$ cat src/rtl/core/fpa_div_step.sv
// ----------------------------------------------------------------------------
// fpa_div_step
// STEPS restoring division steps: shift in one dividend bit, subtract if it fits.
// ----------------------------------------------------------------------------
module fpa_div_step #(
   parameter int REM_W   = 33,
   parameter int QB      = 33,
   parameter int STEPS   = 4,
   parameter int FIRST   = 0
) (
   input  logic [REM_W-1:0] rem_i,
   input  logic [QB-1:0]    low_i,
   input  logic [QB-1:0]    quo_i,
   input  logic [REM_W-1:0] den_i,
   output logic [REM_W-1:0] rem_o,
   output logic [QB-1:0]    low_o,
   output logic [QB-1:0]    quo_o
);

   always_comb begin
      logic [REM_W:0]   t;
      logic [REM_W-1:0] r;
      logic [QB-1:0]    l;
      logic [QB-1:0]    q;
      logic             ge;
      r = rem_i;
      l = low_i;
      q = quo_i;
      for (int j = 0; j < STEPS; j++) begin
         if (FIRST + j < QB) begin
            t  = {r, l[QB-1]};
            ge = (t >= {1'b0, den_i});
            if (ge) begin
               t = t - {1'b0, den_i};
            end
            r = t[REM_W-1:0];
            q = {q[QB-2:0], ge};
            l = {l[QB-2:0], 1'b0};
         end
      end
      rem_o = r;
      low_o = l;
      quo_o = q;
   end

endmodule
$ cat config.mk
export PLATFORM = sky130hd
export DESIGN_NAME = fpa_div_step
export DESIGN_NICKNAME = d
export VERILOG_FILES = /design/src/rtl/core/fpa_div_step.sv
export SDC_FILE = /design/constraint.sdc
export NUM_CORES = 1
export LEC_CHECK = 0
export ABC_AREA = 0
export BUFFER_PORTS_ARGS = -buffer_cell sky130_fd_sc_hd__clkbuf_2
export CAP_MARGIN = 10
export CORE_ASPECT_RATIO = 1.25
export CORE_MARGIN = 3
export CORE_UTILIZATION = 35
export DETAILED_ROUTE_END_ITERATION = 8
export PLACE_DENSITY_LB_ADDON = 0.15
export SLEW_MARGIN = 0
export SYNTH_ARGS = -nofsm -noshare
export SYNTH_HDL_FRONTEND = slang
export SYNTH_SLANG_ARGS = --single-unit
$ cat constraint.sdc
create_clock -name vclk -period 20
set_clock_uncertainty 0.05 [all_clocks]
set_input_delay 2 -clock vclk [all_inputs]
set_output_delay 2 -clock vclk [all_outputs]
set_load 0.005 [all_outputs]
# Word-level counts from Yosys, hierarchy flattened
# Index checks and enable logic that the tools add are counted.
word_totals:
  wordCells: 12
  register_bits: 0
classes:
  addsub: 4
  magnitude_cmp: 4
  muxes: 4
ops:
  columns: ["op", "n"]
  rows:
  - ["$ge A34 B33 Y1", 4]
  - ["$mux W33", 4]
  - ["$sub A33 B33 Y33", 4]

# Logic depth before layout (Yosys ltp)
# Gate-level depths: netlist of the first run.
depth:
  depth_word: 8
  depth_mapped: 58
  depth_no_buf: 51

# Worst setup path before layout of the first run
# Ideal clock, no wire load.
synth_path:
  path_kind: "input port to output port"
  from: "in low_i[32]"
  to: "out rem_o[11]"
  arrival_ps: 13367
  path_stages: 53
  path_slack_ps: 4583
  cell_sequence: "inv_1 ha_1 inv_1 fa_1 a21o_1 a221oi_2 o2111a_1 o211ai_2 a31o_4 a21oi_4 clkbuf_1 buf_1 nand2_1 o41ai_1 ha_1 a21o_1 or4b_2 o21ai_0 [17 not listed] nor2_1 buf_2 buf_1 a21oi_1 fa_1 a211o_1 a2111oi_0 o21bai_1 o211ai_1 and3_1 a21oi_1 a221o_1 nor4_1 o22ai_2 nand2b_2 inv_2 buf_6 a221o_1"
synth_via:
  elab_chain_len: 8
  elab_cells_between_ends: 12
  cone_classes: "add/sub: 4; order compare: 4; mux: 4"
synth_lines:
  columns: ["element", "line_no", "text"]
  rows:
  - ["from (decl)", "12", "input logic [QB-1:0] low_i,"]
  - ["$sub A33 B33 Y33 or $ge A34 B33 Y1 (tied branches)", "34, 32", null]
  - ["$mux W33 (*)", "33", "if (ge) begin"]
  - ["$sub A33 B33 Y33 or $ge A34 B33 Y1 (tied branches)", "34, 32", null]
  - ["$mux W33 (*)", "33", null]
  - ["$ge A34 B33 Y1 (*)", "32", "ge = (t >= {1'b0, den_i});"]
  - ["via quo_o[1]", "17", "output logic [QB-1:0] quo_o"]
  - ["$mux W33 (*)", "33", null]
  - ["$ge A34 B33 Y1 (*)", "32", null]
  - ["via quo_o[0]", "17", null]
  - ["$mux W33 (*)", "33", null]
  - ["to (decl)", "15", "output logic [REM_W-1:0] rem_o,"]
# The timed path passes the listed nets; every way through them passes the cells marked *.

# Worst setup path in the final report of the first run
layout_path:
  from: "in den_i[1]"
  to: "out rem_o[11]"
layout_via:
  elab_chain_len: 8
  elab_cells_between_ends: 12
  cone_classes: "add/sub: 4; order compare: 4; mux: 4"
layout_lines:
  columns: ["element", "line_no", "text"]
  rows:
  - ["from (decl)", "14", "input logic [REM_W-1:0] den_i,"]
  - ["$sub A33 B33 Y33 or $ge A34 B33 Y1 (tied branches)", "34, 32", null]
  - ["$mux W33", "33", null]
  - ["$sub A33 B33 Y33 or $ge A34 B33 Y1 (tied branches)", "34, 32", null]
  - ["$mux W33", "33", null]
  - ["$sub A33 B33 Y33 or $ge A34 B33 Y1 (tied branches)", "34, 32", null]
  - ["$mux W33", "33", null]
  - ["$sub A33 B33 Y33 or $ge A34 B33 Y1 (tied branches)", "34, 32", null]
  - ["$mux W33 (*)", "33", null]
# Mark *: on every way between the ends. The rest lies on a longest branch, timed or not.

==> insert_results.sql, run 1 <==
INSERT INTO impl_metrics (metric_group, metric, value, unit) VALUES
('die', 'die_height', '186.1', 'um'),
('global_route', 'track_usage', '0.2213', ''),
('critical_path', 'critical_path.max_fanout', '33', ''),
('layout', 'multi_input_comb_area', '8164', 'sq um'),
('timing', 'final.min_clock_period', '18.62', 'ns'),
('drt', 'viasPerCell', '5.707', ''),
('drt', 'drtAntennaViolNets', '0', ''),
('hold_path', 'timing.hold.worst.class', 'in -> out', ''),
('logic_synthesis', 'synth_warnings', '0', ''),
('layout', 'nFillCells', '2867', ''),
('logic_synthesis', 'synth_common_cells', 'sky130_fd_sc_hd__a21oi_1 (135), sky130_fd_sc_hd__ha_1 (132), sky130_fd_sc_hd__nand2_1 (108), sky130_fd_sc_hd__nor2_1 (103), sky130_fd_sc_hd__o21ai_0 (94)', ''),
('global_route', 'grt_first_pass_wirelength', '49410', 'um'),
('critical_path', 'cpPeakStageDelay', '0.75', 'ns'),
('die', 'placeableCoreArea', '25370', 'sq um'),
('critical_path', 'startpoint', 'den_i[1]', ''),
('logic_synthesis', 'synthTopCellsByArea', 'sky130_fd_sc_hd__ha_1 (18%), sky130_fd_sc_hd__a21oi_1 (7.4%), sky130_fd_sc_hd__xnor2_1 (6.2%)', ''),
('drt', 'postRouteWirelength', '32140', 'um'),
('global_route', 'largest_net_degree_at_the_start_of_global_routing', '45', ''),
('timing', 'setup_viol', '0', ''),
('layout', 'clock_buffers', '0', ''),
('global_route', 'grt_pass1_vias', '9425', ''),
('placement', 'place.detailed.hpwl', '27560', 'um'),
('layout', 'antenna-diode-count', '0', ''),
('logic_synthesis', 'synthMostInstantiatedCell', 'sky130_fd_sc_hd__a21oi_1', ''),
('critical_path', 'crit_type', 'in -> out', ''),
('die', 'design.die.area', '27940', 'sq um'),
('critical_path', 'critPathArrivalTime', '16.57', 'ns'),
('die', 'floorplan.initialDensity', '0.3580', ''),
('drt', 'num_vias', '9605', ''),
('hold_path', 'worstHoldStart', 'low_i[7]', ''),
('logic_synthesis', 'post_synth_instance_area', '9085', 'sq um'),
('logic_synthesis', 'synth_top_area_frac', '0.1818', ''),
('drt', 'initialDrtViolationCount', '498', ''),
('logic_synthesis', 'post_synth_inst_count', '1323', ''),
('timing', 'achievable-frequency', '0.05371', 'GHz'),
('drt', 'post-route-drc-count', '0', ''),
('flow_run', 'drv_cap', '0', ''),
('timing', 'max_slew_margin', '0.4118', ''),
('logic_synthesis', 'post-synth-top-area-cell', 'sky130_fd_sc_hd__ha_1', ''),
('logic_synthesis', 'synth_area_per_cell', '6.867', 'sq um'),
('layout', 'seq_cell_count', '0', ''),
('layout', 'register_area', '0', 'sq um'),
('clock_network', 'cts_hold_buf', '0', ''),
('critical_path', 'timing.critical_path.slowest_stage_cell', 'sky130_fd_sc_hd__nor3_4', ''),
('logic_synthesis', 'yosysUniqueCellTypes', '79', ''),
('global_route', 'antenna_found_initial', '0', ''),
('drt', 'wl_per_cell', '19.10', 'um'),
('placement', 'place.gp.congestion', '0.9029', ''),
('die', 'horizontal_die_dimension', '150.1', 'um'),
('global_route', 'total_congestion_overflow', '0', ''),
('timing', 'final_hold_viol_count', '0', ''),
('logic_synthesis', 'synth_sequential_area_ratio', '0', ''),
('timing', 'rsz0062_at_grt', 'false', ''),
('layout', 'finalNetCount', '1618', ''),
('outcome', 'run_status', 'finished, final reports clean', ''),
('placement', 'io_buffers', '107', ''),
('clock_network', 'cts-resized-gates', '0', ''),
('timing', 'min_period_over_period', '0.9309', ''),
('die', 'fp-row-count', '65', ''),
('timing', 'final_max_slew_viol_count', '0', ''),
('clock_network', 'cts_setup_buffers', '0', ''),
('layout', 'post_route_cells_drive_above_1_share', '0.1217', ''),
('die', 'io_pins', '231', ''),
('timing', 'timing.setup.tns', '0', 'ns'),
('drt', 'drt-pass1-iter-count', '5', ''),
('critical_path', 'timing.critical_path.required', '17.95', 'ns'),
('layout', 'syn2layout_area_growth', '4.751', '%'),
('critical_path', 'setup.worst_path.start_class', 'input port', ''),
('critical_path', 'end_kind', 'output port', ''),
('timing', 'worstMarginPinSlew', '0.8795', 'ns');
-- kinds of logic after synthesis --
logic type / Yosys count / share of synthesized area
AO/OA/AOI/OAI: 467 / 0.3443
AND/OR/NAND/NOR: 383 / 0.2052
buffers and inverters: 184 / 0.1044
adder cells (fa/ha/maj): 136 / 0.1906
XOR/XNOR: 112 / 0.1080
multiplexers: 40 / 0.04710
other: 1 / 0.0004128
-- layout make-up --
type	instances	area share
inverters	92	0.03629
repair buffers	114	0.06179
well taps	335	0.04404
multi-input cells	1142	0.8579
-- worst max-delay path: cells and delay by family --
family          cells  cell delay (ns)
fa+ha+maj           4             1.64
compound gates     26             7.71
mux                 1             0.39
buf+inv             6             1.45
simple gates       11             3.32
-- layer usage --
metal  track usage  part of all wire
met5             0                 0
met4       0.05309             0.026
met1        0.2627              0.41
met2        0.4354              0.52
met3      0.007756             0.046
-- placed cells by master, fill, tap and decap left out, types with 10 or more instances in the layout --
| master | count |
|---|---|
| sky130_fd_sc_hd__a211o_1 | 10 |
| sky130_fd_sc_hd__a211oi_1 | 16 |
| sky130_fd_sc_hd__a21o_1 | 51 |
| sky130_fd_sc_hd__a21oi_1 | 135 |
| sky130_fd_sc_hd__a221o_1 | 12 |
| sky130_fd_sc_hd__a31oi_1 | 10 |
| sky130_fd_sc_hd__and2_1 | 19 |
| sky130_fd_sc_hd__and3_1 | 14 |
| sky130_fd_sc_hd__clkbuf_2 | 107 |
| sky130_fd_sc_hd__ha_1 | 132 |
| sky130_fd_sc_hd__inv_1 | 90 |
| sky130_fd_sc_hd__mux2_2 | 18 |
| sky130_fd_sc_hd__mux2i_1 | 21 |
| sky130_fd_sc_hd__nand2_1 | 108 |
| sky130_fd_sc_hd__nand2b_1 | 23 |
| sky130_fd_sc_hd__nand3_1 | 25 |
| sky130_fd_sc_hd__nand4_1 | 13 |
| sky130_fd_sc_hd__nor2_1 | 102 |
| sky130_fd_sc_hd__nor2b_1 | 13 |
| sky130_fd_sc_hd__nor3_1 | 23 |
| sky130_fd_sc_hd__nor4_1 | 10 |
| sky130_fd_sc_hd__o211ai_1 | 10 |
| sky130_fd_sc_hd__o21a_1 | 18 |
| sky130_fd_sc_hd__o21ai_0 | 94 |
| sky130_fd_sc_hd__o21bai_1 | 18 |
| sky130_fd_sc_hd__o221ai_1 | 20 |
| sky130_fd_sc_hd__xnor2_1 | 64 |
| sky130_fd_sc_hd__xor2_1 | 48 |
-- per-stage QoR --
| stage | setup slack, ns | std cells | hold slack (ns) | util | area (sq um) |
|---|---|---|---|---|---|
| global route | 0.3556 | 1683 | 3.950 | 0.3750 | 9517 |
| floorplan | 4.583 | 1326 | 4.031 | - | 9096 |
| detailed placement | 1.682 | 1683 | 3.950 | 0.3750 | 9517 |
| CTS | 1.566 | 1683 | 3.950 | 0.3750 | 9517 |
| global placement | 1.662 | 1683 | 3.950 | 0.3750 | 9517 |
| finish | 1.382 | 1683 | 3.950 | 0.3750 | 9517 |
-- path summary, 6_finish.rpt --
| check | slack [ns] | depth (start not counted) | to |
|---|---|---|---|
| worst max-delay path | 1.38 | 48 | rem_o[11] |
| worst min-delay path | 3.95 | 0 | low_o[11] |
Power of run 1 is not shown: default switching activity piles up to over one toggle a cycle in this logic, so the estimate is an artifact.
==> run 2: changes to the inputs <==
CELL_PAD_IN_SITES_DETAIL_PLACEMENT = 1   (was default)
CELL_PAD_IN_SITES_GLOBAL_PLACEMENT = 1   (was default)
==> run 2 against run 1 <==
  * Non-clock buffer count unchanged
  * Maximum frequency rose by 1.5%
  * Global-route usage is 2.4 points higher
  * Sequential cell count stayed put
  * Critical path type unchanged
==> insert_results.sql, run 2 (synthesized netlist as in run 1, its figures left out) <==
INSERT INTO impl_metrics (metric_group, metric, value, unit) VALUES
('outcome', 'run_status', 'finished, final reports clean', ''),
('placement', 'placed_cells_incl_taps', '1683', ''),
('timing', 'worstMarginPinSlew', '0.8847', 'ns'),
('die', 'horizontal_die_dimension', '150.1', 'um'),
('placement', 'place.detailed.hpwl', '30030', 'um'),
('drt', 'drtAntennaViolNets', '0', ''),
('die', 'floorplan.initialDensity', '0.3580', ''),
('layout', 'seq_cell_count', '0', ''),
('critical_path', 'critical-path-top-cell-by-count', 'sky130_fd_sc_hd__a21oi_1', ''),
('global_route', 'grt_pass1_vias', '10360', ''),
('timing', 'achievable-frequency', '0.05454', 'GHz'),
('clock_network', 'cts_hold_buf', '0', ''),
('die', 'fp-row-count', '65', ''),
('critical_path', 'timing.critical_path.required', '17.95', 'ns'),
('clock_network', 'cts_setup_buffers', '0', ''),
('timing', 'timing.setup.tns', '0', 'ns'),
('die', 'placeableCoreArea', '25370', 'sq um'),
('global_route', 'largest_net_degree_at_the_start_of_global_routing', '34', ''),
('global_route', 'total_congestion_overflow', '0', ''),
('layout', 'syn2layout_area_growth', '4.751', '%'),
('critical_path', 'cpPeakStageDelay', '0.77', 'ns'),
('layout', 'final-instance-count-excl-fill', '1683', ''),
('drt', 'postRouteWirelength', '34850', 'um'),
('clock_network', 'cts-resized-gates', '0', ''),
('critical_path', 'critPathArrivalTime', '16.29', 'ns'),
('critical_path', 'crit_type', 'in -> out', ''),
('layout', 'mostFrequentLayoutCell', 'sky130_fd_sc_hd__a21oi_1', ''),
('hold_path', 'timing.hold.worst.class', 'in -> out', ''),
('layout', 'post_route_cells_drive_above_1_share', '0.1217', ''),
('drt', 'initialDrtViolationCount', '344', ''),
('timing', 'max_slew_margin', '0.4062', ''),
('die', 'io_pins', '231', ''),
('global_route', 'track_usage', '0.2450', ''),
('die', 'design.die.area', '27940', 'sq um'),
('global_route', 'antenna_found_initial', '0', ''),
('global_route', 'grt_first_pass_wirelength', '54940', 'um'),
('timing', 'rsz0062_at_grt', 'false', ''),
('placement', 'place.gp.congestion', '0.8912', ''),
('drt', 'drt-pass1-iter-count', '5', ''),
('critical_path', 'end_kind', 'output port', ''),
('placement', 'placed_area', '9517', 'sq um'),
('placement', 'io_buffers', '107', ''),
('critical_path', 'setup.worst_path.start_class', 'input port', ''),
('flow_run', 'drv_cap', '0', ''),
('die', 'die_height', '186.1', 'um'),
('critical_path', 'timing.critical_path.slowest_stage_cell', 'sky130_fd_sc_hd__a311oi_1', ''),
('timing', 'setup_viol', '0', ''),
('timing', 'final.min_clock_period', '18.34', 'ns'),
('layout', 'clock_buffers', '0', ''),
('layout', 'final_cell_mix', 'sky130_fd_sc_hd__a21oi_1 (135), sky130_fd_sc_hd__ha_1 (132), sky130_fd_sc_hd__nand2_1 (108)', ''),
('layout', 'postLayoutCellArea', '9517', 'sq um'),
('critical_path', 'critical_path.max_fanout', '33', ''),
('timing', 'final_hold_viol_count', '0', ''),
('layout', 'register_area', '0', 'sq um'),
('drt', 'num_vias', '9847', ''),
('drt', 'wl_per_cell', '20.71', 'um'),
('layout', 'finalNetCount', '1618', ''),
('timing', 'final_max_slew_viol_count', '0', ''),
('timing', 'min_period_over_period', '0.9168', ''),
('drt', 'post-route-drc-count', '0', ''),
('drt', 'viasPerCell', '5.851', ''),
('layout', 'antenna-diode-count', '0', '');
[run 2: worst paths after layout]
path,start,end,slack [ns],depth (start not counted)
min,low_i[6],low_o[10],3.95,0
max,den_i[23],rem_o[11],1.66,49
[run 2: final cells by class]
| type | count | area (sq um) |
|---|---|---|
| Fill cell | 3336 | 15860 |
| Inverter | 92 | 345.3 |
| Multi-Input combinational cell | 1142 | 8164 |
| Tap cell | 335 | 419.2 |
| Timing Repair Buffer | 114 | 588.1 |
[run 2: per-stage QoR]
stage          hold slack (ns)  setup WS [ns]  utilization
4_1_cts                  3.950          1.699       0.3750
5_1_grt                  3.950         0.4574       0.3750
3_3_place_gp             3.950          1.838       0.3750
6_report                 3.950          1.665       0.3750
3_5_place_dp             3.950          1.772       0.3750
2_1_floorplan            4.031          4.583            -
[run 2: worst max-delay path, delay by kind of cell]
kind	cells	cell delay, ns
buffers and inverters	6	1.50
adder cells (fa/ha/maj)	4	1.70
AND/OR/NAND/NOR	15	4.32
AO/OA/AOI/OAI	24	6.67
[run 2: metal layers]
layer  routed length (um)  track usage  up-vias
li1                     -            -     4873
met1                14370       0.2801     4707
met2                18160       0.4854      202
met3                 1039      0.01091       65
met4                 1277      0.07506        0
met5                    0            0        -
Power of run 2 is left out for the same reason.
